File: src/sv/assert_macros.svh
// assertion macros shared by the rtl modules
`ifndef ASSERT_MACROS_SVH
`define ASSERT_MACROS_SVH

// antecedent implies consequent in the same cycle
`define ASSERT_IMPL(label, ante, cons, msg) \
  label: assert property (@(posedge clk_i) disable iff (!rst_ni) (ante) |-> (cons)) \
    else $error(msg);

// antecedent implies consequent in the next cycle
`define ASSERT_NEXT(label, ante, cons, msg) \
  label: assert property (@(posedge clk_i) disable iff (!rst_ni) (ante) |=> (cons)) \
    else $error(msg);

`endif

File: src/sv/mste_pkg.sv
// shared constants, codes and types of the matrix stack transform engine
package mste_pkg;

  localparam int unsigned DATA_W          = 48;
  localparam int unsigned HALF_W          = 24;
  localparam int unsigned CNT_W           = 5;
  localparam int unsigned ELEM_W          = 4;
  localparam int unsigned STACK_DEPTH_DEF = 16;
  localparam int unsigned FRAC_BITS_DEF   = 16;

  typedef enum logic [1:0] {
    CMD_LOAD  = 2'd0,
    CMD_PUSH  = 2'd1,
    CMD_POP   = 2'd2,
    CMD_XFORM = 2'd3
  } mste_cmd_e;

  typedef enum logic [1:0] {
    STAT_OK     = 2'd0,
    STAT_FULL   = 2'd1,
    STAT_EMPTY  = 2'd2,
    STAT_ZERO_W = 2'd3
  } mste_status_e;

  typedef enum logic [2:0] {
    ST_IDLE,
    ST_COPY,
    ST_READ,
    ST_MAC,
    ST_WAIT,
    ST_DIV,
    ST_RESP
  } mste_state_e;

  typedef struct packed {
    logic start;
    logic clear;
  } mste_unit_ctrl_t;

  typedef struct packed {
    logic busy;
    logic done;
  } mste_unit_stat_t;

endpackage

File: src/sv/mste_mac.sv
// shared multiply-accumulate unit: 48x48 product in four 25x25 partials, then round and saturate
`include "assert_macros.svh"

module mste_mac #(
  parameter int unsigned FRAC_BITS = mste_pkg::FRAC_BITS_DEF
) (
  input  logic                               clk_i,
  input  logic                               rst_ni,
  input  mste_pkg::mste_unit_ctrl_t          ctrl_i,
  input  logic signed [mste_pkg::DATA_W-1:0] a_i,
  input  logic signed [mste_pkg::DATA_W-1:0] b_i,
  output mste_pkg::mste_unit_stat_t          stat_o,
  output logic signed [mste_pkg::DATA_W-1:0] result_o
);

  localparam int unsigned DW    = mste_pkg::DATA_W;
  localparam int unsigned HW    = mste_pkg::HALF_W;
  localparam int unsigned PW    = 2 * (HW + 1);
  localparam int unsigned ACC_W = 2 * DW + 2;

  localparam logic signed [ACC_W-1:0] HALF_LSB = ACC_W'(1) << (FRAC_BITS - 1);
  localparam logic signed [ACC_W-1:0] SAT_MAX  = {{(ACC_W-DW+1){1'b0}}, {(DW-1){1'b1}}};
  localparam logic signed [ACC_W-1:0] SAT_MIN  = {{(ACC_W-DW+1){1'b1}}, {(DW-1){1'b0}}};
  localparam logic signed [DW-1:0]    MAX_DW   = {1'b0, {(DW-1){1'b1}}};
  localparam logic signed [DW-1:0]    MIN_DW   = {1'b1, {(DW-1){1'b0}}};

  logic signed [DW-1:0]    a_q, b_q;
  logic [1:0]              step_q, sh_q;
  logic                    mul_act_q, add_act_q, add_last_q, rnd_act_q, done_q;
  logic signed [PW-1:0]    prod_q, prod_d;
  logic signed [HW:0]      da, db;
  logic signed [ACC_W-1:0] acc_q, prod_ext, term, sum_rnd, shifted;
  logic signed [DW-1:0]    rnd_q, sat;

  // low digits unsigned, high digits signed
  always_comb begin
    da       = step_q[1] ? {a_q[DW-1], a_q[DW-1:HW]} : {1'b0, a_q[HW-1:0]};
    db       = step_q[0] ? {b_q[DW-1], b_q[DW-1:HW]} : {1'b0, b_q[HW-1:0]};
    prod_d   = da * db;
    prod_ext = {{(ACC_W-PW){prod_q[PW-1]}}, prod_q};
    case (sh_q)
      2'd0:    term = prod_ext;
      2'd3:    term = prod_ext <<< (2 * HW);
      default: term = prod_ext <<< HW;
    endcase
    sum_rnd = acc_q + HALF_LSB;
    shifted = sum_rnd >>> FRAC_BITS;
    if (shifted > SAT_MAX) begin
      sat = MAX_DW;
    end else if (shifted < SAT_MIN) begin
      sat = MIN_DW;
    end else begin
      sat = shifted[DW-1:0];
    end
  end

  always_ff @(posedge clk_i or negedge rst_ni) begin
    if (!rst_ni) begin
      step_q     <= '0;
      mul_act_q  <= 1'b0;
      add_act_q  <= 1'b0;
      add_last_q <= 1'b0;
      rnd_act_q  <= 1'b0;
      done_q     <= 1'b0;
    end else begin
      if (ctrl_i.start) begin
        mul_act_q <= 1'b1;
        step_q    <= '0;
      end else if (mul_act_q) begin
        step_q <= step_q + 2'd1;
        if (step_q == 2'd3) begin
          mul_act_q <= 1'b0;
        end
      end
      add_act_q  <= mul_act_q;
      add_last_q <= mul_act_q && (step_q == 2'd3);
      rnd_act_q  <= add_act_q && add_last_q;
      done_q     <= rnd_act_q;
    end
  end

  always_ff @(posedge clk_i) begin
    if (ctrl_i.start) begin
      a_q <= a_i;
      b_q <= b_i;
    end
    if (mul_act_q) begin
      prod_q <= prod_d;
      sh_q   <= step_q;
    end
    if (ctrl_i.start && ctrl_i.clear) begin
      acc_q <= '0;
    end else if (add_act_q) begin
      acc_q <= acc_q + term;
    end
    if (rnd_act_q) begin
      rnd_q <= sat;
    end
  end

  assign stat_o.busy = mul_act_q | add_act_q | rnd_act_q;
  assign stat_o.done = done_q;
  assign result_o    = rnd_q;

  `ASSERT_IMPL(a_mac_start_idle, ctrl_i.start, !stat_o.busy, "mac started while busy")

endmodule

File: config.mk
export PLATFORM = sky130hd
export DESIGN_NAME = mste_mac
export DESIGN_NICKNAME = d
export VERILOG_FILES = /design/src/sv/mste_pkg.sv /design/src/sv/mste_mac.sv
export VERILOG_INCLUDE_DIRS = /design/src /design/src/sv
export SDC_FILE = /design/constraint.sdc
export NUM_CORES = 2
export LEC_CHECK = 0
export BUFFER_PORTS_ARGS = -buffer_cell sky130_fd_sc_hd__buf_4
export CORE_ASPECT_RATIO = 1.25
export CORE_MARGIN = 5
export CORE_UTILIZATION = 65
export DETAILED_ROUTE_END_ITERATION = 8
export GPL_ROUTABILITY_DRIVEN = 0
export HOLD_SLACK_MARGIN = 0.12
export PLACE_DENSITY_LB_ADDON = 0.12
export REMOVE_ABC_BUFFERS = 1
export SYNTH_ARGS = -nofsm -noshare
export SYNTH_HDL_FRONTEND = slang
export SYNTH_SLANG_ARGS = --single-unit
export TNS_END_PERCENT = 1
File: constraint.sdc
create_clock -name clk_i -period 12.75 [get_ports clk_i]
set_input_delay 2.55 -clock clk_i [delete_from_list [all_inputs] [get_ports clk_i]]
set_output_delay 2.55 -clock clk_i [all_outputs]
set_load 0.05 [all_outputs]
==> results by group <==
CTS
  • Root buffer cell: clkbuf_16
  • Maximum clock insertion buffer count: 3
  • Post-CTS Hold Buffers: 0
  • CTS tree: built
  • # H-tree levels: 2
  • Clk slew on worst S/H paths: 60 ps
  • CTS Buf Count: 34
  • CTS sink cnt: 301
  • Setup Fix Bufs, Post-CTS: 0
  • Worst skew pair latency: 570 ps
  • Post_cts resized: 0

Run status
  • Status: finished, final reports clean

GRT
  • M3 GR Usage: 7.745%
  • Vias in the first global route: 34330
  • Initial antenna violation count: 0
  • First-pass GRT wire length: 185.0 mm
  • Largest net degree at the start of global routing: 82
  • Met1 Use GR: 40.18%
  • GRT Total Usage: 33.91%
  • Met2 usage: 57.07%
  • Grt total ovfl: 0
  • Most used routing layer: met2

Logic synthesis
  • Ys flop type: edfxtp_1
  • Synth Cell Area: 41650 sq um
  • Register area share after synthesis: 19.26%
  • Mean Syn Cell Area: 9.113 sq um
  • Ys Warns: 0
  • Flops & latches, synth: 301
  • Fraction of registers with async set/reset: 2.326%
  • Cells after synthesis: 4571
  • Number of distinct library cells after synthesis: 80
  • Number of synthesized flops with an enable pin: 196

Die
  • Core Region: 63410 sq um
  • Die ar.: 69280 sq um
  • Initial Util: 65.70%
  • Io pins: 150
  • Row count: 103
  • Die width: 236.4 um
  • Chip height: 293.0 um

Critical path
  • Data required, critical path: 13050 ps
  • Worst Setup End Kind: flop
  • CP Max Fanout: 31
  • Slowest cell on crit path: dfrtp_2
  • Crit path DAT: 10050 ps
  • Startpoint Class: flop
  • R2r worst-path depth: 26
  • Critical path's largest stage delay: 670 ps
  • Critical path class: reg2reg
  • Cell mode on critical path: fa_1

Layout
  • Nets@finish: 5598
  • Synthesis-to-finish area growth: 7.101%
  • Ratio of cells with drive above 1 in the final layout: 7.291%
  • Layout Cells excl Fill: 5463
  • Post-layout util: 70.36%

STA
  • Final hold vios: 0
  • Slew HR: 5.650%
  • Post-Route Setup TNS: 0 ps
  • Setup violators final: 0
  • Minimum clock period: 9747 ps
  • Final Max Slew Viols: 0
  • Clock Skew: 35.55 ps
  • Final worst slack: 3003 ps
  • Tcrit/Tclk final: 76.45%
  • RSZ-0062 raised after global routing: false
  • Worst-Margin Slew: 1376 ps
  • Max frequency: 0.1026 GHz

Place
  • DP Wirelength: 93.41 mm
  • IO buf count: 149
  • # placed instances: 5401
  • Pre-CTS setup slack: 3143 ps

Min path
  • Hold Crit Class: reg2reg
  • WHS Path Cells: 1

Detailed routing
  • DRT iter0 DRCs: 2451
  • WL/cell: 21.37 um
  • Via density: 6.027
  • ANT nets after route: 0
  • Post-Route WL: 116.7 mm
  • Via count: 32930
  • Drt pass-1 iters: 6
  • Remaining DRCs: 0

Job
  • Maxcap violations: 0
[area by class of cell]
type	count	area, sq um
clock inverter	18	202.7
tap	840	1051
antenna	1	2.502
fill	5044	18790
timing repair buffer	202	1516
inverter	733	2751
multi-input combinational	3325	30130
sequential	301	8031
clock buffer	43	925.9
[synthesized netlist by cell type, types with 64 or more instances]
cell type / number / area (sq um)
nand2_1: 481 / 1805
xnor2_1: 145 / 1270
mux2i_1: 114 / 1141
ha_1: 242 / 3028
nand3_1: 64 / 320.3
o21ai_0: 162 / 810.8
edfxtp_1: 196 / 5886
dfxtp_1: 98 / 1962
inv_1: 733 / 2751
fa_1: 659 / 13190
nor2_1: 496 / 1862
clkbuf_1: 193 / 724.4
a21o_1: 85 / 638.1
xor2_1: 69 / 604.3
a21oi_1: 257 / 1286
[sequential cells by signal (all words and copies together) (netlist names)]
signal,flops
sh_q,2
result_o,48
acc_q,98
add_act_q,1
done_q,1
prod_q,50
mul_act_q,1
add_last_q,1
b_q,48
step_q,2
rnd_act_q,1
a_q,48
[path summary, 6_finish.rpt]
| check | to | startpoint | slack [ps] |
|---|---|---|---|
| min | rnd_act_q$_DFF_PN0_ | add_last_q$_DFF_PN0_ | 470 |
| min reg2reg | rnd_act_q$_DFF_PN0_ | add_last_q$_DFF_PN0_ | 470 |
| max | prod_q[49]$_DFFE_PP_ | step_q[0]$_DFFE_PN0P_ | 3000 |
| min in group asynchronous | done_q$_DFF_PN0_ | rst_ni | 1830 |
| max in group asynchronous | step_q[0]$_DFFE_PN0P_ | rst_ni | 10700 |
| max reg2reg | prod_q[49]$_DFFE_PP_ | step_q[0]$_DFFE_PN0P_ | 3000 |
[through the flow]
step	area (sq um)	hold slack, ps
floorplan	40840	433.7
global placement	43480	438.6
detailed placement	43480	458.6
CTS	44610	474.6
global route	44610	479.5
finish	44610	467.1
[per-layer routing]
| layer | vias to the layer above | part of all wire, % |
|---|---|---|
| met4 | 0 | 7.7 |
| met2 | 1706 | 47 |
| met5 | - | 0 |
| li1 | 14810 | - |
| met3 | 497 | 9.8 |
| met1 | 15910 | 36 |
[cells in the final DEF (no fill, tap or decap), drive strengths merged, types with 7 or more instances in the layout]
cell / n
inv: 739
fa: 659
nor2: 496
nand2: 481
a21oi: 257
ha: 242
buf: 202
edfxtp: 196
o21ai: 164
xnor2: 145
mux2i: 114
dfxtp: 98
a21o: 85
xor2: 69
nand3: 64
nand4: 52
and2: 51
mux2: 44
nor3: 44
clkbuf: 43
nand2b: 36
and3: 35
o21bai: 28
a22o: 25
a31oi: 25
o21a: 21
a211oi: 18
nor2b: 17
nand3b: 12
nor4: 11
o211ai: 10
or3: 10
and4: 10
a21boi: 8
a221oi: 8
o31ai: 7
a311oi: 7
clkinv: 7
dfrtp: 7
[cells by family after synthesis]
logic type / Yosys count / share of synthesized area, %
compound gates: 711 / 10.63
xor+xnor: 214 / 4.500
fa+ha+maj: 901 / 38.94
buf+inv: 945 / 8.564
flops: 301 / 19.26
mux: 158 / 3.929
simple gates: 1341 / 14.17
[worst max-delay path: cells and delay by family (launching register included)]
family          cells  cell delay [ps]
flops               1              670
xor+xnor            1               90
fa+ha+maj           8             4040
buf+inv             4             1040
simple gates        4              980
compound gates      9             2620
Power is not shown: default switching activity piles up to over one toggle a cycle in this logic, so the estimate is an artifact.
