**src/sv/assert_macros.svh**
```systemverilog
// assertion macros shared by the rtl modules
`ifndef ASSERT_MACROS_SVH
`define ASSERT_MACROS_SVH

// antecedent implies consequent in the same cycle
`define ASSERT_IMPL(label, ante, cons, msg) \
  label: assert property (@(posedge clk_i) disable iff (!rst_ni) (ante) |-> (cons)) \
    else $error(msg);

// antecedent implies consequent in the next cycle
`define ASSERT_NEXT(label, ante, cons, msg) \
  label: assert property (@(posedge clk_i) disable iff (!rst_ni) (ante) |=> (cons)) \
    else $error(msg);

`endif

```
**src/sv/mste_pkg.sv**
```systemverilog
// shared constants, codes and types of the matrix stack transform engine
package mste_pkg;

  localparam int unsigned DATA_W          = 48;
  localparam int unsigned HALF_W          = 24;
  localparam int unsigned CNT_W           = 5;
  localparam int unsigned ELEM_W          = 4;
  localparam int unsigned STACK_DEPTH_DEF = 16;
  localparam int unsigned FRAC_BITS_DEF   = 16;

  typedef enum logic [1:0] {
    CMD_LOAD  = 2'd0,
    CMD_PUSH  = 2'd1,
    CMD_POP   = 2'd2,
    CMD_XFORM = 2'd3
  } mste_cmd_e;

  typedef enum logic [1:0] {
    STAT_OK     = 2'd0,
    STAT_FULL   = 2'd1,
    STAT_EMPTY  = 2'd2,
    STAT_ZERO_W = 2'd3
  } mste_status_e;

  typedef enum logic [2:0] {
    ST_IDLE,
    ST_COPY,
    ST_READ,
    ST_MAC,
    ST_WAIT,
    ST_DIV,
    ST_RESP
  } mste_state_e;

  typedef struct packed {
    logic start;
    logic clear;
  } mste_unit_ctrl_t;

  typedef struct packed {
    logic busy;
    logic done;
  } mste_unit_stat_t;

endpackage

```
**src/sv/mste_div.sv**
```systemverilog
// radix-2 restoring divider: (num << FRAC_BITS) / den, truncated and saturated
`include "assert_macros.svh"

module mste_div #(
  parameter int unsigned FRAC_BITS = mste_pkg::FRAC_BITS_DEF
) (
  input  logic                               clk_i,
  input  logic                               rst_ni,
  input  logic                               start_i,
  input  logic signed [mste_pkg::DATA_W-1:0] num_i,
  input  logic signed [mste_pkg::DATA_W-1:0] den_i,
  output mste_pkg::mste_unit_stat_t          stat_o,
  output logic signed [mste_pkg::DATA_W-1:0] quo_o
);

  localparam int unsigned DW = mste_pkg::DATA_W;
  localparam int unsigned NW = DW + FRAC_BITS;
  localparam int unsigned CW = $clog2(NW + 1);

  localparam logic signed [DW-1:0] MAX_DW = {1'b0, {(DW-1){1'b1}}};
  localparam logic signed [DW-1:0] MIN_DW = {1'b1, {(DW-1){1'b0}}};

  logic          run_q, fin_q, done_q, neg_q, ge;
  logic [CW-1:0] cnt_q;
  logic [NW-1:0] sh_q;
  logic [DW-1:0] rem_q, d_q, rem_next, num_mag, den_mag;
  logic [DW:0]   trial;
  logic          pos_ovf, neg_ovf;
  logic signed [DW-1:0] quo_q, sat;

  always_comb begin
    num_mag  = num_i[DW-1] ? (~num_i + 1'b1) : num_i;
    den_mag  = den_i[DW-1] ? (~den_i + 1'b1) : den_i;
    trial    = {rem_q, sh_q[NW-1]};
    ge       = trial >= {1'b0, d_q};
    rem_next = ge ? DW'(trial - {1'b0, d_q}) : trial[DW-1:0];
    pos_ovf  = |sh_q[NW-1:DW-1];
    neg_ovf  = (|sh_q[NW-1:DW]) || (sh_q[DW-1] && (|sh_q[DW-2:0]));
    if (neg_q) begin
      sat = neg_ovf ? MIN_DW : (~sh_q[DW-1:0] + 1'b1);
    end else begin
      sat = pos_ovf ? MAX_DW : sh_q[DW-1:0];
    end
  end

  always_ff @(posedge clk_i or negedge rst_ni) begin
    if (!rst_ni) begin
      run_q  <= 1'b0;
      fin_q  <= 1'b0;
      done_q <= 1'b0;
      cnt_q  <= '0;
    end else begin
      if (start_i) begin
        run_q <= 1'b1;
        cnt_q <= CW'(NW);
      end else if (run_q) begin
        cnt_q <= cnt_q - 1'b1;
        if (cnt_q == CW'(1)) begin
          run_q <= 1'b0;
        end
      end
      fin_q  <= run_q && (cnt_q == CW'(1));
      done_q <= fin_q;
    end
  end

  always_ff @(posedge clk_i) begin
    if (start_i) begin
      sh_q  <= {num_mag, {FRAC_BITS{1'b0}}};
      rem_q <= '0;
      d_q   <= den_mag;
      neg_q <= num_i[DW-1] ^ den_i[DW-1];
    end else if (run_q) begin
      sh_q  <= {sh_q[NW-2:0], ge};
      rem_q <= rem_next;
    end
    if (fin_q) begin
      quo_q <= sat;
    end
  end

  assign stat_o.busy = run_q | fin_q;
  assign stat_o.done = done_q;
  assign quo_o       = quo_q;

  `ASSERT_IMPL(a_div_start_idle, start_i, !stat_o.busy, "divider started while busy")

endmodule

```
**config.mk**
```make
export PLATFORM = sky130hd
export DESIGN_NAME = mste_div
export DESIGN_NICKNAME = d
export VERILOG_FILES = /design/src/sv/mste_pkg.sv /design/src/sv/mste_div.sv
export VERILOG_INCLUDE_DIRS = /design/src /design/src/sv
export SDC_FILE = /design/constraint.sdc
export NUM_CORES = 1
export LEC_CHECK = 0
export BUFFER_PORTS_ARGS = -buffer_cell sky130_fd_sc_hd__buf_2
export CELL_PAD_IN_SITES_DETAIL_PLACEMENT = 1
export CELL_PAD_IN_SITES_GLOBAL_PLACEMENT = 2
export CORE_ASPECT_RATIO = 0.5
export CORE_MARGIN = 2
export CORE_UTILIZATION = 33
export DETAILED_ROUTE_END_ITERATION = 10
export PLACE_DENSITY_LB_ADDON = 0.05
export SLEW_MARGIN = 20
export SYNTH_ARGS = -nofsm -noshare
export SYNTH_HDL_FRONTEND = slang
export SYNTH_SLANG_ARGS = --single-unit
```
**constraint.sdc**
```tcl
create_clock -name clk_i -period 3 [get_ports clk_i]
set_clock_uncertainty 0.05 [all_clocks]
set_input_delay 0.9 -clock clk_i [delete_from_list [all_inputs] [get_ports clk_i]]
set_output_delay 0.9 -clock clk_i [all_outputs]
set_load 0.1 [all_outputs]
```
==> impl.org <==
** Synthesis
- Syn avg cell area :: 8.75 µm²
- For this run, the leading register cell type out of synthesis is edfxtp_1.
- The synthesized netlist occupies a cell area of 0.0146 mm².
- Cell types occupying the most area after synthesis :: edfxtp_1 (30%), dfxtp_1 (8.8%), nand2_1 (6.1%)
- When the netlist entered floorplanning its net count stood at 1822.
- Share of synthesized registers carrying an async set or reset :: 4.57%
- Synthesis handed over a netlist of 1669 instances.
- Post-synthesis sequential element count :: 219
- The synthesized design contains 145 enable-type register cells.
- Cell taking the most area after synthesis :: edfxtp_1
- After synthesis, flip-flops and latches occupy 40.3% of the total area.
- Yosys mapped the design onto 72 distinct sky130hd cell types.
- Share of the synthesized area in the top cell type :: 29.8%
- The Yosys step of the flow raised 0 warnings.

** CTS
- Clock Sink Count :: 219
- Clock network latency to the later pin of the worst-skew pair :: 560 ps
- The cell sitting at the root of the clock tree is a clkbuf_16.
- In this run, post-CTS hold repair placed 0 buffers.
- Maximum root-to-sink buffer count :: 3
- CTS clk-pin slew, worst paths :: 60 ps
- In this run, CTS created clock tree buffers numbering 25.
- TritonCTS clock tree :: built
- Level count of the clock H-tree :: 1

** Worst setup path
- CP bufs+invs :: 4
- The worst setup path is captured at a flip-flop.
- Cell Chain, Critical Path :: inv_2 -> ha_4 -> nand4_1 -> or4_4 -> a21oi_4 -> o211ai_1 -> a21o_1 -> a311oi_2 -> buf_4 -> buf_6 -> nor2_4 -> buf_6 -> or4_4 -> nand3_2
- Slowest-stage cell, CP :: or4_4
- Along the worst path, the maximum fanout reaches 7.
- CP peak stage delay :: 580 ps
- Worst Setup Path Type :: flip-flop to flip-flop
- Arrival time of the worst setup path :: 3960 ps
- The cell family contributing the most delay on the critical path is simple AND/OR/NAND/NOR gates.
- Critical Path RT :: 3440 ps
- The worst setup path is launched from a flip-flop.

** Detailed routing
- After detailed routing, the met3 layer carries 1580 µm of wire.
- DRC errors left :: 0
- Detailed-routing iteration count for the pre-antenna-repair pass :: 5
- Mean number of vias per cell :: 5.36
- In the final routing, the length of wire on met1 measures 24600 µm.
- Detailed Route Iter0 Violations :: 652
- Met2 WL post-DR :: 26800 µm
- In the final routed layout, each cell accounts on average for 19.8 µm.
- Signal routing reaches up to met5.
- For this block, the routed nets add up to 54300 µm of wire.
- Antenna-violating nets left :: 0
- Routed via count :: 14708

** Timing
- Final critical-path required period :: 3520 ps
- Portion of the clock cycle consumed by the worst path in the final layout :: 117%
- For this run, the top clock speed supported by timing is 284 MHz.
- Worst hold slack :: 147 ps
- Min setup slack post-route :: -517 ps
- Number of pins with negative max-slew slack in the final report :: 0
- The number of hold violations in the final report is 0.
- At the pin with the least slew margin, the transition time is 748 ps.
- Normalized max-slew margin :: 50.2%
- Final-layout setup total negative slack :: -23960 ps
- Setup violations remaining at the end of the flow were counted as 67.
- Setup repair after global routing missed its margin :: yes

** Layout
- Synthesis-to-layout area growth :: 44.2%
- Count of fill cells added during filler insertion :: 5055
- Final Non-Filler Cells :: 2744
- The post-route netlist has 35.1% of its cells at a drive strength greater than 1.
- The library cells used most frequently in the layout, excluding fill and tap cells, are buf_4 (360), nand2_1 (215), edfxtp_1 (145).
- Net count reported at finish :: 2289
- Leaving out fill and tap cells, the most frequent cell in the layout is buf_4.

** Global route
- Vias in the first global route :: 15809
- Largest net degree at the start of global routing :: 90
- Across every metal layer, demand over resource in global routing totals 23.1%.
- Total congestion overflow :: 0
- Wire length of the first global-routing pass :: 86000 µm
- The number of antenna violations at the first check in global routing was 2.

** Power
- Cell internal power was estimated by the tool at 0.00959 W.
- Fraction of power spent switching nets :: 40.1%
- Combinational share of power :: 53.5%
- For this design the static power due to leakage is 8.88 nW.
- Power spread over the standard cell area amounts to 759 mW/mm².
- The share of total power dissipated in the clock network is 19.6%.
- Per report_power, the sequential group accounts for 26.9% of the total.
- VDD sags by at most 0.000416 V.
- The analysis attributes to net switching a power of 0.00641 W.

** Floorplan
- For this design the top-level I/O count stands at 149.
- Placement row count :: 54
- The die covers 0.0461 mm².
- The initial utilization of the core area, before any placement, comes to 33.5%.
- The floorplan step set the die width to 302 µm.
- Core Area :: 0.0436 mm²
- From bottom edge to top edge, the die measures 153 µm.

** Placement
- Count of input and output buffers :: 148
- Detailed placement finished with a half-perimeter wire length of 40200 µm.
- At the end of routability-driven placement, the weighted congestion stood at 0.909.
- Setup slack after placement :: -1020 ps
- Placed cells :: 2662

** Outcome
- The final reports fail on setup timing.
- The run finished, with violations left.

** Run
- Reported max-cap violation count :: 0

** Hold path
- The tightest min-delay check is of the input pin to asynchronous set/reset pin type.
==> metal layers <==
metal,up-vias,GRT usage (%)
li1,7086,-
met1,7332,29.8
met2,208,41.3
met3,80,2.79
met4,2,5.37
met5,-,0
==> power groups by stage <==
stage | clock [W] | combinational [W] | sequential [W]
2_1_floorplan | 0 | 0.00404 | 0.00443
3_3_place_gp | 0 | 0.00724 | 0.00430
3_5_place_dp | 0 | 0.00743 | 0.00433
4_1_cts | 0.00321 | 0.00829 | 0.00430
5_1_grt | 0.00333 | 0.00934 | 0.00437
6_report | 0.00313 | 0.00856 | 0.00430
==> cells by family after synthesis <==
group / Yosys count / share of synthesized area (%)
xor gates and xnor gates: 129 / 7.74
adders and majority gates: 54 / 4.68
and+or+nand+nor: 611 / 19.6
muxes: 20 / 1.37
AOI/OAI and AO/OA: 451 / 21.4
DFF: 219 / 40.3
buffers and inverters: 185 / 4.83
==> flip-flops by register name (all words and copies together), names as in the netlist <==
signal / flops
sh_q: 64
quo_o: 48
run_q: 1
done_q: 1
cnt_q: 7
fin_q: 1
rem_q: 48
d_q: 48
neg_q: 1
==> area by class of cell <==
class | instances | area [µm²] | area share, %
Multi-Input combinational cell | 1265 | 9240 | 43.9
Sequential cell | 219 | 5890 | 28.0
Timing Repair Buffer | 543 | 4070 | 19.3
Tap cell | 588 | 736 | 3.49
Clock buffer | 38 | 704 | 3.35
Inverter | 82 | 325 | 1.54
Clock inverter | 8 | 93.8 | 0.446
Antenna cell | 1 | 2.50 | 0.0119
==> synth_stat cells, drive strengths merged (17+ instances only) <==
master,instances
a21o,29
a21oi,70
a22o,23
a311oi,41
clkbuf,91
dfxtp,64
edfxtp,145
ha,53
inv,82
mux2i,20
nand2,238
nand2b,17
nand3,36
nand4,23
nor2,134
nor3,45
nor4,18
o21ai,109
o311ai,34
o31ai,37
o41ai,22
or3,30
or4,23
xnor2,84
xor2,45
==> per-stage QoR <==
step / utilization, % / power, W / cell area, µm²
2_1_floorplan: - / 0.00847 / 14900
3_3_place_gp: 42.9 / 0.0115 / 18700
3_5_place_dp: 43.0 / 0.0118 / 18800
4_1_cts: 47.0 / 0.0158 / 20500
5_1_grt: 48.2 / 0.0170 / 21100
6_report: 48.2 / 0.0160 / 21100
==> path summary, 6_finish.rpt <==
kind | endpoint | start | cells past startpoint | slack [ps]
max in group asynchronous | run_q | rst_ni | 1 | 2540
worst max register to register | rem_q[44] | d_q[10] | 14 | -520
worst min register to register | rem_q[39] | rem_q[39] | 2 | 460
worst min-delay path | done_q | rst_ni | 1 | 150
worst max-delay path | rem_q[44] | d_q[10] | 14 | -520
min in group clk_i | rem_q[39] | rem_q[39] | 2 | 460
==> timing repair <==
| action | in CTS | in global routing |
|---|---|---|
| buffers inserted | 28 | 15 |
| endpoints found under the setup margin | 106 | 116 |
| pin swaps | 47 | 54 |
| gates cloned | 4 | 0 |
| resized for setup | 153 | 107 |
==> worst reg2reg max path: stages (launching register included) <==
cell	delay, ps
edfxtp_1	340
inv_2	50
ha_4	290
nand4_1	180
or4_4	580
a21oi_4	200
o211ai_1	160
a21o_1	260
a311oi_2	300
buf_4	180
buf_6	100
nor2_4	70
buf_6	130
or4_4	470
nand3_2	80
Note: power is estimated with default switching activity, not from simulation.
